$ cat config.mk
export PLATFORM = sky130hd
export DESIGN_NAME = sound_voice_allocator_top
export DESIGN_NICKNAME = d
export VERILOG_FILES = /design/src/sva_pkg.sv /design/src/sound_voice_allocator_top.sv /design/src/sva_voice_mem.sv /design/src/sva_ctrl.sv
export SDC_FILE = /design/constraint.sdc
export NUM_CORES = 1
export LEC_CHECK = 0
export ABC_AREA = 1
export BUFFER_PORTS_ARGS = -buffer_cell sky130_fd_sc_hd__buf_4
export CORE_ASPECT_RATIO = 1.4
export CORE_UTILIZATION = 35
export CTS_CLUSTER_SIZE = 20
export DETAILED_ROUTE_END_ITERATION = 8
export PLACE_DENSITY = 0.51
export SETUP_SLACK_MARGIN = 0.4
export SLEW_MARGIN = 15
export SYNTH_ARGS = -nofsm -noshare
export SYNTH_HDL_FRONTEND = slang
export SYNTH_SLANG_ARGS = --single-unit
$ cat constraint.sdc
create_clock -name clock -period 5.6 [get_ports clock]
set_input_delay 0 -clock clock [delete_from_list [all_inputs] [get_ports clock]]
set_output_delay 0 -clock clock [all_outputs]
set_load 0.01 [all_outputs]
$ cat src/sva_pkg.sv
// shared types and constants for the sound voice allocator
package sva_pkg;

   localparam logic [1:0] KIND_START    = 2'd0;
   localparam logic [1:0] KIND_STOP     = 2'd1;
   localparam logic [1:0] KIND_STOP_ALL = 2'd2;

   localparam logic [3:0]  CHAN_NONE = 4'h0;
   localparam logic [3:0]  CHAN_ANY  = 4'hF;
   localparam logic [31:0] LIFE_MAX  = 32'h7fff_ffff;

   localparam int REQ_DATA_W = 80;
   localparam int RSP_DATA_W = 8;
   localparam int VIDX_W     = 3;

   typedef enum logic [2:0] {
      ST_IDLE,
      ST_SCAN,
      ST_WRITE,
      ST_CLEAR,
      ST_DONE
   } state_type;

   typedef struct packed {
      logic [1:0]  kind;
      logic [15:0] entity;
      logic [3:0]  ent_channel;
      logic [30:0] now;
      logic [23:0] length;
      logic        playable;
   } req_item_type;

   typedef struct packed {
      logic [VIDX_W-1:0] voice_index;
      logic              picked;
      logic              playing;
      logic              stop_hit;
   } rsp_item_type;

   typedef struct packed {
      logic [15:0] entity;
      logic [3:0]  channel;
      logic [31:0] end_time;
   } voice_entry_type;

   typedef struct packed {
      logic wr_en;
      logic clear_all;
   } mem_ctl_type;

endpackage

$ cat src/sound_voice_allocator_top.sv
// top level of the sound voice allocator
//
//  channel | dir | handshake             | payload
//  req     | in  | req_tvalid/req_tready | tuser: kind; tdata: entity, ent_channel, now,
//          |     |                       |        length, playable
//  rsp     | out | rsp_tvalid/rsp_tready | tdata: voice_index, picked, playing, stop_hit
//
// a start or stop reads the voices one per cycle through the single memory read port
// and the shared adder/comparator; a matching voice ends the scan early, and the write
// state is skipped when no voice is written
// stop-all passes through the clear state to its result; an unknown kind goes there directly
// ready returns the cycle after the result loads
// a new result waits while the previous one stalls
// reset clears the valid bits of all voices at once, no clearing pass
module sound_voice_allocator_top #(
   parameter int NUM_VOICES = 8
) (
   input  logic                              clock,
   input  logic                              reset,
   input  logic                              req_tvalid,
   output logic                              req_tready,
   input  logic [1:0]                        req_tuser,  // kind
   // entity[15:0], ent_channel[19:16], now[50:20], length[74:51], playable[75], zeros
   input  logic [sva_pkg::REQ_DATA_W-1:0]    req_tdata,
   output logic                              rsp_tvalid,
   input  logic                              rsp_tready,
   // voice_index[2:0], picked[3], playing[4], stop_hit[5], zeros
   output logic [sva_pkg::RSP_DATA_W-1:0]    rsp_tdata
);

   localparam int IDX_W = $clog2(NUM_VOICES);

   sva_pkg::req_item_type    req_item;
   sva_pkg::rsp_item_type    rsp_item;
   sva_pkg::mem_ctl_type     mem_ctl;
   sva_pkg::voice_entry_type wr_data;
   sva_pkg::voice_entry_type rd_data;
   logic [IDX_W-1:0]         rd_addr;
   logic [IDX_W-1:0]         wr_addr;

   always_comb begin
      req_item.kind        = req_tuser;
      req_item.entity      = req_tdata[15:0];
      req_item.ent_channel = req_tdata[19:16];
      req_item.now         = req_tdata[50:20];
      req_item.length      = req_tdata[74:51];
      req_item.playable    = req_tdata[75];
   end

   assign rsp_tdata = {2'b00, rsp_item.stop_hit, rsp_item.playing, rsp_item.picked,
                       rsp_item.voice_index};

   sva_ctrl #(
      .NUM_VOICES(NUM_VOICES)
   ) u_ctrl (
      .clock     (clock),
      .reset     (reset),
      .req_valid (req_tvalid),
      .req_ready (req_tready),
      .req_item  (req_item),
      .rsp_valid (rsp_tvalid),
      .rsp_ready (rsp_tready),
      .rsp_item  (rsp_item),
      .mem_ctl   (mem_ctl),
      .rd_addr   (rd_addr),
      .wr_addr   (wr_addr),
      .wr_data   (wr_data),
      .rd_data   (rd_data)
   );

   sva_voice_mem #(
      .NUM_VOICES(NUM_VOICES)
   ) u_mem (
      .clock   (clock),
      .reset   (reset),
      .ctl     (mem_ctl),
      .rd_addr (rd_addr),
      .wr_addr (wr_addr),
      .wr_data (wr_data),
      .rd_data (rd_data)
   );

endmodule

$ cat src/sva_voice_mem.sv
// voice table memory with one read and one write port and per-voice valid bits
module sva_voice_mem #(
   parameter int NUM_VOICES = 8
) (
   input  logic                            clock,
   input  logic                            reset,
   input  sva_pkg::mem_ctl_type            ctl,
   input  logic [$clog2(NUM_VOICES)-1:0]   rd_addr,
   input  logic [$clog2(NUM_VOICES)-1:0]   wr_addr,
   input  sva_pkg::voice_entry_type        wr_data,
   output sva_pkg::voice_entry_type        rd_data
);

   sva_pkg::voice_entry_type mem [NUM_VOICES];
   sva_pkg::voice_entry_type rd_word_ff;
   logic                     rd_valid_ff;
   logic [NUM_VOICES-1:0]    valid_ff;
   logic [NUM_VOICES-1:0]    valid_in;

   always_ff @(posedge clock) begin
      if (ctl.wr_en) begin
         mem[wr_addr] <= wr_data;
      end
      rd_word_ff <= mem[rd_addr];
   end

   always_comb begin
      valid_in = valid_ff;
      if (ctl.clear_all) begin
         valid_in = '0;
      end else if (ctl.wr_en) begin
         valid_in[wr_addr] = 1'b1;
      end
   end

   always_ff @(posedge clock) begin
      if (reset) begin
         valid_ff    <= '0;
         rd_valid_ff <= 1'b0;
      end else begin
         valid_ff    <= valid_in;
         rd_valid_ff <= valid_ff[rd_addr];
      end
   end

   // a voice never written since reset or stop-all reads as all zeros
   assign rd_data = rd_valid_ff ? rd_word_ff : '0;

endmodule

$ cat src/sva_ctrl.sv
// scan sequencer with the shared 32-bit add/compare unit
module sva_ctrl #(
   parameter int NUM_VOICES = 8
) (
   input  logic                            clock,
   input  logic                            reset,
   input  logic                            req_valid,
   output logic                            req_ready,
   input  sva_pkg::req_item_type           req_item,
   output logic                            rsp_valid,
   input  logic                            rsp_ready,
   output sva_pkg::rsp_item_type           rsp_item,
   output sva_pkg::mem_ctl_type            mem_ctl,
   output logic [$clog2(NUM_VOICES)-1:0]   rd_addr,
   output logic [$clog2(NUM_VOICES)-1:0]   wr_addr,
   output sva_pkg::voice_entry_type        wr_data,
   input  sva_pkg::voice_entry_type        rd_data
);

   localparam int IDX_W  = $clog2(NUM_VOICES);
   localparam int CNT_W  = $clog2(NUM_VOICES + 1);
   localparam int WIDE_W = (IDX_W > sva_pkg::VIDX_W) ? IDX_W : sva_pkg::VIDX_W;
   localparam logic [IDX_W-1:0] LAST_IDX = IDX_W'(NUM_VOICES - 1);

   sva_pkg::state_type    state_ff, state_in;
   sva_pkg::req_item_type item_ff, item_in;
   logic [CNT_W-1:0]      rd_cnt_ff, rd_cnt_in;
   logic                  ev_vld_ff, ev_vld_in;
   logic [IDX_W-1:0]      ev_idx_ff, ev_idx_in;
   logic [31:0]           best_ff, best_in;
   logic [IDX_W-1:0]      victim_ff, victim_in;
   logic                  found_ff, found_in;
   sva_pkg::rsp_item_type rsp_ff, rsp_in;
   logic                  rsp_valid_ff, rsp_valid_in;

   logic                  accept;
   logic                  scanning;
   logic                  writing;
   logic                  load_rsp;
   logic                  issue;
   logic                  is_start;
   logic                  ent_eq;
   logic                  chan_eq;
   logic                  is_match;
   logic [31:0]           op_a;
   logic [31:0]           op_b;
   logic                  sub;
   logic [31:0]           sum;
   logic                  less;
   logic                  last_eval;
   logic [WIDE_W-1:0]     victim_wide;

   // shared unit: end - now during the scan, now + length at the write
   always_comb begin
      sub  = !writing;
      op_a = writing ? {1'b0, item_ff.now} : rd_data.end_time;
      op_b = writing ? {8'd0, item_ff.length} : ~{1'b0, item_ff.now};
      sum  = op_a + op_b + {31'd0, sub};
      less = $signed(sum) < $signed(best_ff);
   end

   always_comb begin
      is_start  = item_ff.kind == sva_pkg::KIND_START;
      ent_eq    = rd_data.entity == item_ff.entity;
      chan_eq   = rd_data.channel == item_ff.ent_channel;
      if (is_start) begin
         is_match = (item_ff.ent_channel != sva_pkg::CHAN_NONE) && ent_eq &&
                    (chan_eq || item_ff.ent_channel == sva_pkg::CHAN_ANY);
      end else begin
         is_match = ent_eq && chan_eq;
      end
      last_eval = ev_idx_ff == LAST_IDX;
      issue     = scanning && (rd_cnt_ff < CNT_W'(NUM_VOICES));
   end

   // next state
   always_comb begin
      state_in = state_ff;
      unique case (state_ff)
         sva_pkg::ST_IDLE: begin
            if (req_valid) begin
               priority if (req_item.kind == sva_pkg::KIND_START ||
                            req_item.kind == sva_pkg::KIND_STOP) begin
                  state_in = sva_pkg::ST_SCAN;
               end else if (req_item.kind == sva_pkg::KIND_STOP_ALL) begin
                  state_in = sva_pkg::ST_CLEAR;
               end else begin
                  state_in = sva_pkg::ST_DONE;
               end
            end
         end
         sva_pkg::ST_SCAN: begin
            if (ev_vld_ff) begin
               if (is_match) begin
                  state_in = sva_pkg::ST_WRITE;
               end else if (last_eval) begin
                  if (found_ff || (is_start && less)) begin
                     state_in = sva_pkg::ST_WRITE;
                  end else begin
                     state_in = sva_pkg::ST_DONE;
                  end
               end
            end
         end
         sva_pkg::ST_WRITE: state_in = sva_pkg::ST_DONE;
         sva_pkg::ST_CLEAR: state_in = sva_pkg::ST_DONE;
         sva_pkg::ST_DONE: begin
            if (!rsp_valid_ff || rsp_ready) begin
               state_in = sva_pkg::ST_IDLE;
            end
         end
         default: state_in = sva_pkg::ST_IDLE;
      endcase
   end

   // state outputs
   always_comb begin
      req_ready         = 1'b0;
      scanning          = 1'b0;
      writing           = 1'b0;
      load_rsp          = 1'b0;
      mem_ctl.wr_en     = 1'b0;
      mem_ctl.clear_all = 1'b0;
      unique case (state_ff)
         sva_pkg::ST_IDLE:  req_ready = 1'b1;
         sva_pkg::ST_SCAN:  scanning = 1'b1;
         sva_pkg::ST_WRITE: begin
            writing       = 1'b1;
            mem_ctl.wr_en = 1'b1;
         end
         sva_pkg::ST_CLEAR: mem_ctl.clear_all = 1'b1;
         sva_pkg::ST_DONE:  load_rsp = !rsp_valid_ff || rsp_ready;
         default: req_ready = 1'b0;
      endcase
   end

   assign accept = req_valid && req_ready;

   // scan bookkeeping
   always_comb begin
      item_in   = item_ff;
      rd_cnt_in = rd_cnt_ff;
      ev_vld_in = issue;
      ev_idx_in = rd_cnt_ff[IDX_W-1:0];
      best_in   = best_ff;
      victim_in = victim_ff;
      found_in  = found_ff;
      if (accept) begin
         item_in   = req_item;
         rd_cnt_in = '0;
         ev_vld_in = 1'b0;
         best_in   = sva_pkg::LIFE_MAX;
         victim_in = '0;
         found_in  = 1'b0;
      end else if (scanning) begin
         if (issue) begin
            rd_cnt_in = rd_cnt_ff + CNT_W'(1);
         end
         if (ev_vld_ff) begin
            if (is_match) begin
               victim_in = ev_idx_ff;
               found_in  = 1'b1;
            end else if (is_start && less) begin
               best_in   = sum;
               victim_in = ev_idx_ff;
               found_in  = 1'b1;
            end
         end
      end
   end

   assign rd_addr          = rd_cnt_ff[IDX_W-1:0];
   assign wr_addr          = victim_ff;
   assign wr_data.entity   = item_ff.entity;
   assign wr_data.channel  = item_ff.ent_channel;
   assign wr_data.end_time = (is_start && item_ff.playable) ? sum : 32'd0;

   // result register, free again as soon as the waiting result transfers
   always_comb begin
      victim_wide        = WIDE_W'(victim_ff);
      rsp_in             = rsp_ff;
      rsp_valid_in       = rsp_valid_ff && !rsp_ready;
      if (load_rsp) begin
         rsp_in.voice_index = found_ff ? victim_wide[sva_pkg::VIDX_W-1:0] : '0;
         rsp_in.picked      = is_start && found_ff;
         rsp_in.playing     = is_start && found_ff && item_ff.playable;
         rsp_in.stop_hit    = (item_ff.kind == sva_pkg::KIND_STOP) && found_ff;
         rsp_valid_in       = 1'b1;
      end
   end

   always_ff @(posedge clock) begin
      if (reset) begin
         state_ff     <= sva_pkg::ST_IDLE;
         rd_cnt_ff    <= '0;
         ev_vld_ff    <= 1'b0;
         found_ff     <= 1'b0;
         rsp_valid_ff <= 1'b0;
      end else begin
         state_ff     <= state_in;
         rd_cnt_ff    <= rd_cnt_in;
         ev_vld_ff    <= ev_vld_in;
         found_ff     <= found_in;
         rsp_valid_ff <= rsp_valid_in;
      end
   end

   always_ff @(posedge clock) begin
      item_ff   <= item_in;
      ev_idx_ff <= ev_idx_in;
      best_ff   <= best_in;
      victim_ff <= victim_in;
      rsp_ff    <= rsp_in;
   end

   assign rsp_valid = rsp_valid_ff;
   assign rsp_item  = rsp_ff;

endmodule

Word level (Yosys, flattened, before mapping)
Memories as Yosys holds them, arrays and structs flattened. A register that Yosys moved wholly into a read port is not among the register bits.
Index checks and enable logic that the tools add are counted.
Word-level totals
  output and inout bits: 10
  memories kept: 1
  logic and storage cells: 108
  input bits: 86
  flip-flop bits (word level): 141
  RAM bits: 416
Cells by class
  reductions and logical operators: 31
  order comparisons: 5
  muxes and demuxes: 30
  bitwise gates (word level): 3
  add/sub/neg operators: 3
  equal/unequal tests: 15
Memories
  u_mem.mem: depth 8, bits a word 52, rd ports 1, clocked after Yosys merged registers in 1, wr ports 1, RTL line sva_voice_mem.sv:14  | sva_pkg::voice_entry_type mem [NUM_VOICES];
Operator list (count)
  $mux 32: 3
  $mux 52: 1
  $add 32x1->32: 1
  $add 32x32->32: 1
  $lt 32x32->1: 1
  $not 31->32: 1
  $mux 3: 10
  $eq 16x16->1: 1
  $mux 1: 13
  $logic_and 1x1->1: 12
  $pmux 3 s4: 1
  $lt 3x4->1 const B: 2
  $or 8x8->8: 1
  $reduce_and 4->1: 2
  $eq 3x2->1 const B: 2
  $eq 3x3->1 const B: 2
  $reduce_or 2->1: 3
  $add 4x1->4 const B: 1
  $eq 2x1->1 const B: 2
  $eq 4x4->1: 1
  $eq 4x4->1 const B: 1
  $logic_not 2->1: 2
  $logic_or 1x1->1: 4
  $lt 4x4->1 const B: 1
  15 further kinds: 18

Depth between registers and ports, before layout
  depth in word-level cells: 13
  gate-level depth with buffers: 38
  depth with buffers taken out: 35

By module
From an unflattened synthesis, not the netlist that was laid out.
Unflattened totals
  cell total of the unflattened synthesis: 2674
  area, all modules: 26905.8 um^2
Modules (own cells, without submodules)
  sva_voice_mem: area each 18467.7 um^2, cells an instance 1618, times used 1, seq. area each 13713.2 um^2
  sva_ctrl: area each 8419.3 um^2, cells an instance 1053, times used 1, seq. area each 3483.3 um^2
  sound_voice_allocator_top: area each 18.8 um^2, cells an instance 3, times used 1, seq. area each 0.0 um^2

Worst setup path before layout
No wires, ideal clock.
  path type: flip-flop to flip-flop
  from: register u_ctrl.state_ff[2]
  to: register u_ctrl.best_ff[24]
  clock period less this slack: 5.182 ns
  data arrival time: 5.050 ns
  stages on the path, launching flop included: 35
  setup time: 0.132 ns
  path buffers: 4
  setup slack: 0.418 ns
  data required time: 5.468 ns
  cells stage by stage: dfxtp_1 nor2_2 nand2_2 buf_6 inv_4 clkbuf_1 clkbuf_1 nand2_1 nand2_1 ha_1 inv_1 o21bai_4 inv_1 fa_1 or2_1 a21oi_2 nand4_1 nand3_1 a21oi_1 o21ai_0 a21oi_1 xor2_1 inv_1 ha_1 nand4_1 inv_1 nand2_1 nor4_1 nand2_1 nand3_1 nand3_2 nand3b_4 buf_4 a21oi_1 o21ai_1
Between the ends
  word-level cells in the longest chain between the ends: 8
  elaborated cells on any way between the ends: 15
  classes of those cells: add/sub (2); order compare (1); eq/ne (2); mux (5); reduce/logical (5)
Ends and longest elaborated chain
  from (decl): RTL line sva_ctrl.sv:25  | sva_pkg::state_type state_ff, state_in;
  from (signal assigned): RTL line sva_ctrl.sv:194  | state_ff <= sva_pkg::ST_IDLE;
  from (signal assigned): RTL line sva_ctrl.sv:200  | state_ff <= state_in;
  $eq 3x2->1 *: RTL line sva_ctrl.sv:124  | unique case (state_ff)
  $mux 1 *: RTL line sva_ctrl.sv:124
  $mux 32, on equally long branches: RTL line sva_ctrl.sv:56, sva_ctrl.sv:57
  $add 32x32->32: RTL line sva_ctrl.sv:58  | sum = op_a + op_b + {31'd0, sub};
  $add 32x1->32 *: RTL line sva_ctrl.sv:58
  named net u_ctrl.sum[28]: RTL line sva_ctrl.sv:48  | logic [31:0] sum;
  $lt 32x32->1 *: RTL line sva_ctrl.sv:59  | less = $signed(sum) < $signed(best_ff);
  $logic_and 1x1->1 *: RTL line sva_ctrl.sv:163  | end else if (is_start && less) begin
  $reduce_and 4->1 (no source line) *
  to (signal assigned): RTL line sva_ctrl.sv:211  | best_ff <= best_in;
  to (decl): RTL line sva_ctrl.sv:30  | logic [31:0] best_ff, best_in;
Mark *: on every way through the listed nets, which the timed path passes. The rest lies on a longest branch.
A chain may end at the register's enable or synchronous reset.

Final worst setup path
  from: register u_ctrl.state_ff[0]
  to: register u_ctrl.best_ff[2]
Same word-level chain as after synthesis.

==> impl_metrics.py <==
metrics = {
    "grt": {
        "grt_pass1_vias": 16880,
        "grt_use_total_pct": 17.39,
        "grt-ovfl-total": 0,
        "grt_max_degree": 117,
        "grt_antenna_before_repair": 0,
        "grt_pass1_wl_um": 99020,
    },
    "synth": {
        "synth_top_family_by_area": "simple AND/OR/NAND/NOR gates",
        "synth_edf_count": 500,
        "yosys.area.top_type": "edfxtp_1",
        "synth_compound_area_share_pct": 11.28,
        "netlist_instances": 2268,
        "netlist_area_um2": 25400,
        "synth.top_cell.area_share_pct": 59.12,
        "ys_types": 51,
        "synthXorXnorAreaFrac_pct": 1.572,
        "ys_ff_latch": 609,
        "avgSynthCellArea_um2": 11.20,
        "ys_async_sr_fraction_pct": 0,
        "yosys_warnings": 0,
        "yosys-top-cells-count": "edfxtp_1, nor2_1, o21ai_0",
        "yosys.area_share.adder_pct": 3.183,
        "post-synth-top-count-cell": "edfxtp_1",
        "ys.flop_type": "edfxtp_1",
        "ys_seq_area_share_pct": 67.71,
        "synth_mux_area_share_pct": 0,
        "yosys.area_share.simple_pct": 12.49,
        "synth.area.top_cells": "edfxtp_1, dfxtp_1, nor2_1",
    },
    "power": {
        "power.leakage_nw": 11.51,
        "p_per_area_nw_per_um2": 350.4,
        "ir_drop_mv": 0.2364,
    },
    "floorplanning": {
        "die_x_um": 229.7,
        "die_height_um": 320.7,
        "start_util_pct": 35.42,
        "io_pins": 96,
        "die_area_um2": 73660,
        "core-area_um2": 71700,
        "rows": 116,
    },
    "cells_and_area": {
        "num_antenna_cells": 0,
        "drive_gt1_share_pct": 13.68,
        "multi_input_area_um2": 7526,
        "fin_nets": 2608,
        "syn_to_final_growth_pct": 20.71,
        "seqCellArea_um2": 17210,
        "fin_area_um2": 30660,
        "n_fill_cell": 6680,
    },
    "timing": {
        "finalHoldViolCount": 0,
        "period_share_pct": 89.40,
        "tns_ns": 0,
        "tightest_slew_ns": 1.053,
        "fin_crit_ns": 5.006,
        "fin_skew_ns": 0.04327,
        "relSlewSlack_pct": 29.81,
        "rsz0062_at_grt": "yes",
        "finalSetupViolations": 0,
        "fmax_mhz": 199.8,
        "slew_violations": 0,
    },
    "status": {
        "status": "finished clean",
    },
    "critical_path": {
        "cp_slowest_cell": "o21ai_0",
        "critPathMaxStageDelay_ns": 0.45,
        "timing.rr.start": "u_ctrl.state_ff[0]$_SDFFE_PP0P_",
        "worstPathArrival_ns": 5.57,
        "worstSetupStartpointType": "register",
        "cp-startpoint": "u_ctrl.state_ff[0]$_SDFFE_PP0P_",
        "critPathRequiredTime_ns": 6.16,
        "reg2reg_to": "u_ctrl.best_ff[2]$_SDFFE_PP1P_",
        "r2r_cells": 28,
        "end_kind": "register",
        "cp_max_fo": 8,
        "reg2reg_slack_ns": 0.59,
        "crit_type": "reg2reg",
        "crit_top_cell": "nand2_1",
    },
    "detailed_routing": {
        "drtIter0Drc": 1145,
        "dr.pass1.iters": 7,
        "detail_route.vias_per_cell": 5.039,
        "drt_wl_total_um": 66140,
        "wl_met3_um": 2475,
        "vias": 17400,
        "drcViolationCount": 0,
        "maxUsedRoutingLayer": "met4",
        "wl_per_cell_um": 19.16,
        "wirelength_met1_um": 28230,
        "ant_nets": 0,
        "wl_met2_um": 33660,
    },
    "run": {
        "drv_cap": 0,
    },
    "clock_tree": {
        "cts-root-buf": "clkbuf_16",
        "clock_latency_ns": 0.64,
        "clk_pin_slew_ns": 0.06,
        "cts_tree": "built",
        "cts_buffer_depth": 3,
        "cts.sinks": 609,
        "htreeDepth": 2,
        "cts_inserted_buffers": 59,
    },
    "place": {
        "gp_congestion": 0.8334,
        "place_area_um2": 27240,
        "port_buffers": 89,
        "hpwlAfterDp_um": 35810,
    },
    "min_path": {
        "hold_path.class": "in2reg",
        "min_to": "u_ctrl.wr_data[41]$_DFFE_PP_",
        "holdPathStages": 2,
        "holdCritStartpoint": "req_tdata[5]",
    },
}
cell families (layout without fill, tap and decap cells):
| kind of cell | count (synthesis) | in the layout |
|---|---|---|
| other | 1 | 2 |
| flip-flops | 609 | 609 |
| AO/OA/AOI/OAI | 526 | 526 |
| AND/OR/NAND/NOR | 787 | 787 |
| adder cells (fa/ha/maj) | 64 | 64 |
| XOR/XNOR | 43 | 43 |
| buffers and inverters | 238 | 477 |
metrics by stage:
step	hold slack [ns]	worst slack, ns	std cells	power (mW)	util (%)
2_1_floorplan	0.06907	0.4181	2269	6.085	-
3_3_place_gp	0.1803	0.2841	3232	6.547	38.00
3_5_place_dp	0.1793	0.1996	3232	6.558	38.00
4_1_cts	0.01338	0.4161	3436	10.79	42.25
5_1_grt	0.03954	0.3212	3452	11.17	42.76
6_report	0.06258	0.5939	3452	10.74	42.76
critical path, delay by kind of cell (launching register included):
kind / cells / cell delay [ns]
compound gates: 5 / 0.96
fa+ha+maj: 2 / 0.67
xor+xnor: 1 / 0.37
simple gates: 13 / 1.57
buf+inv: 7 / 0.95
flops: 1 / 0.37
sequential cells by signal (all words and copies together) (netlist names), 4 cells and up:
name / flops
u_ctrl.wr_data: 20
u_mem.valid_ff: 8
u_ctrl.rsp_item: 6
u_ctrl.best_ff: 32
u_mem.rd_word_ff: 52
u_ctrl.rd_cnt_ff: 4
u_ctrl.item_ff: 58
u_mem.mem: 416
cell usage in the layout, fill, tap and decap left out, types with 14 or more instances in the layout:
cell type / instances
edfxtp_1: 500
nor2_1: 464
o21ai_0: 272
nand2_1: 206
buf_4: 144
inv_1: 115
dfxtp_1: 104
a21oi_1: 89
dlygate4sd3_1: 82
clkbuf_16: 63
ha_1: 58
a31oi_1: 55
o22ai_1: 53
nand3_1: 38
xor2_1: 26
o21ai_1: 22
clkbuf_1: 21
nand2_2: 14
nand4_1: 14
per-layer routing:
metal,vias up,global-route usage (%)
li1,8350,-
met1,8534,21.84
met2,413,31.01
met3,99,2.143
met4,0,5.215
met5,-,0
where the power goes:
| group | total, mW | internal (mW) | switching (mW) |
|---|---|---|---|
| sequential | 5.22 | 5.10 | 0.117 |
| combinational | 1.37 | 0.489 | 0.879 |
| clock | 4.15 | 2.41 | 1.75 |
| total | 10.7 | 8.00 | 2.74 |
how the worst max path moves through the flow:
stage	to	depth (start not counted)
final	u_ctrl.best_ff[2]$_SDFFE_PP1P_	28
after CTS	u_ctrl.best_ff[31]$_SDFFE_PP0P_	32
after global routing	u_ctrl.best_ff[2]$_SDFFE_PP1P_	33
after floorplan	u_ctrl.best_ff[24]$_SDFFE_PP1P_	34
after detailed placement	u_ctrl.best_ff[21]$_SDFFE_PP1P_	31
after global placement	u_ctrl.best_ff[14]$_SDFFE_PP1P_	31
timing repair:
action / 4_1_cts / 5_1_grt
hold buffers: 82 / 0
setup endpoints to repair: 37 / 38
buffers inserted: 9 / 11
cloned: 2 / 5
endpoints found under the hold margin: 103 / 0
pin swaps: 6 / 24
resized for setup: 19 / 50
final cells by class:
cell class              count  share of cell area (%)
clock buffers              88                   5.469
repair buffers            242                   7.236
clock inverters            23                   1.184
flip-flops and latches    609                   56.14
multi-input cells        1422                   24.55
inverters                 124                   1.571
well taps                 944                   3.853
Power figures use the tool's default switching activity.
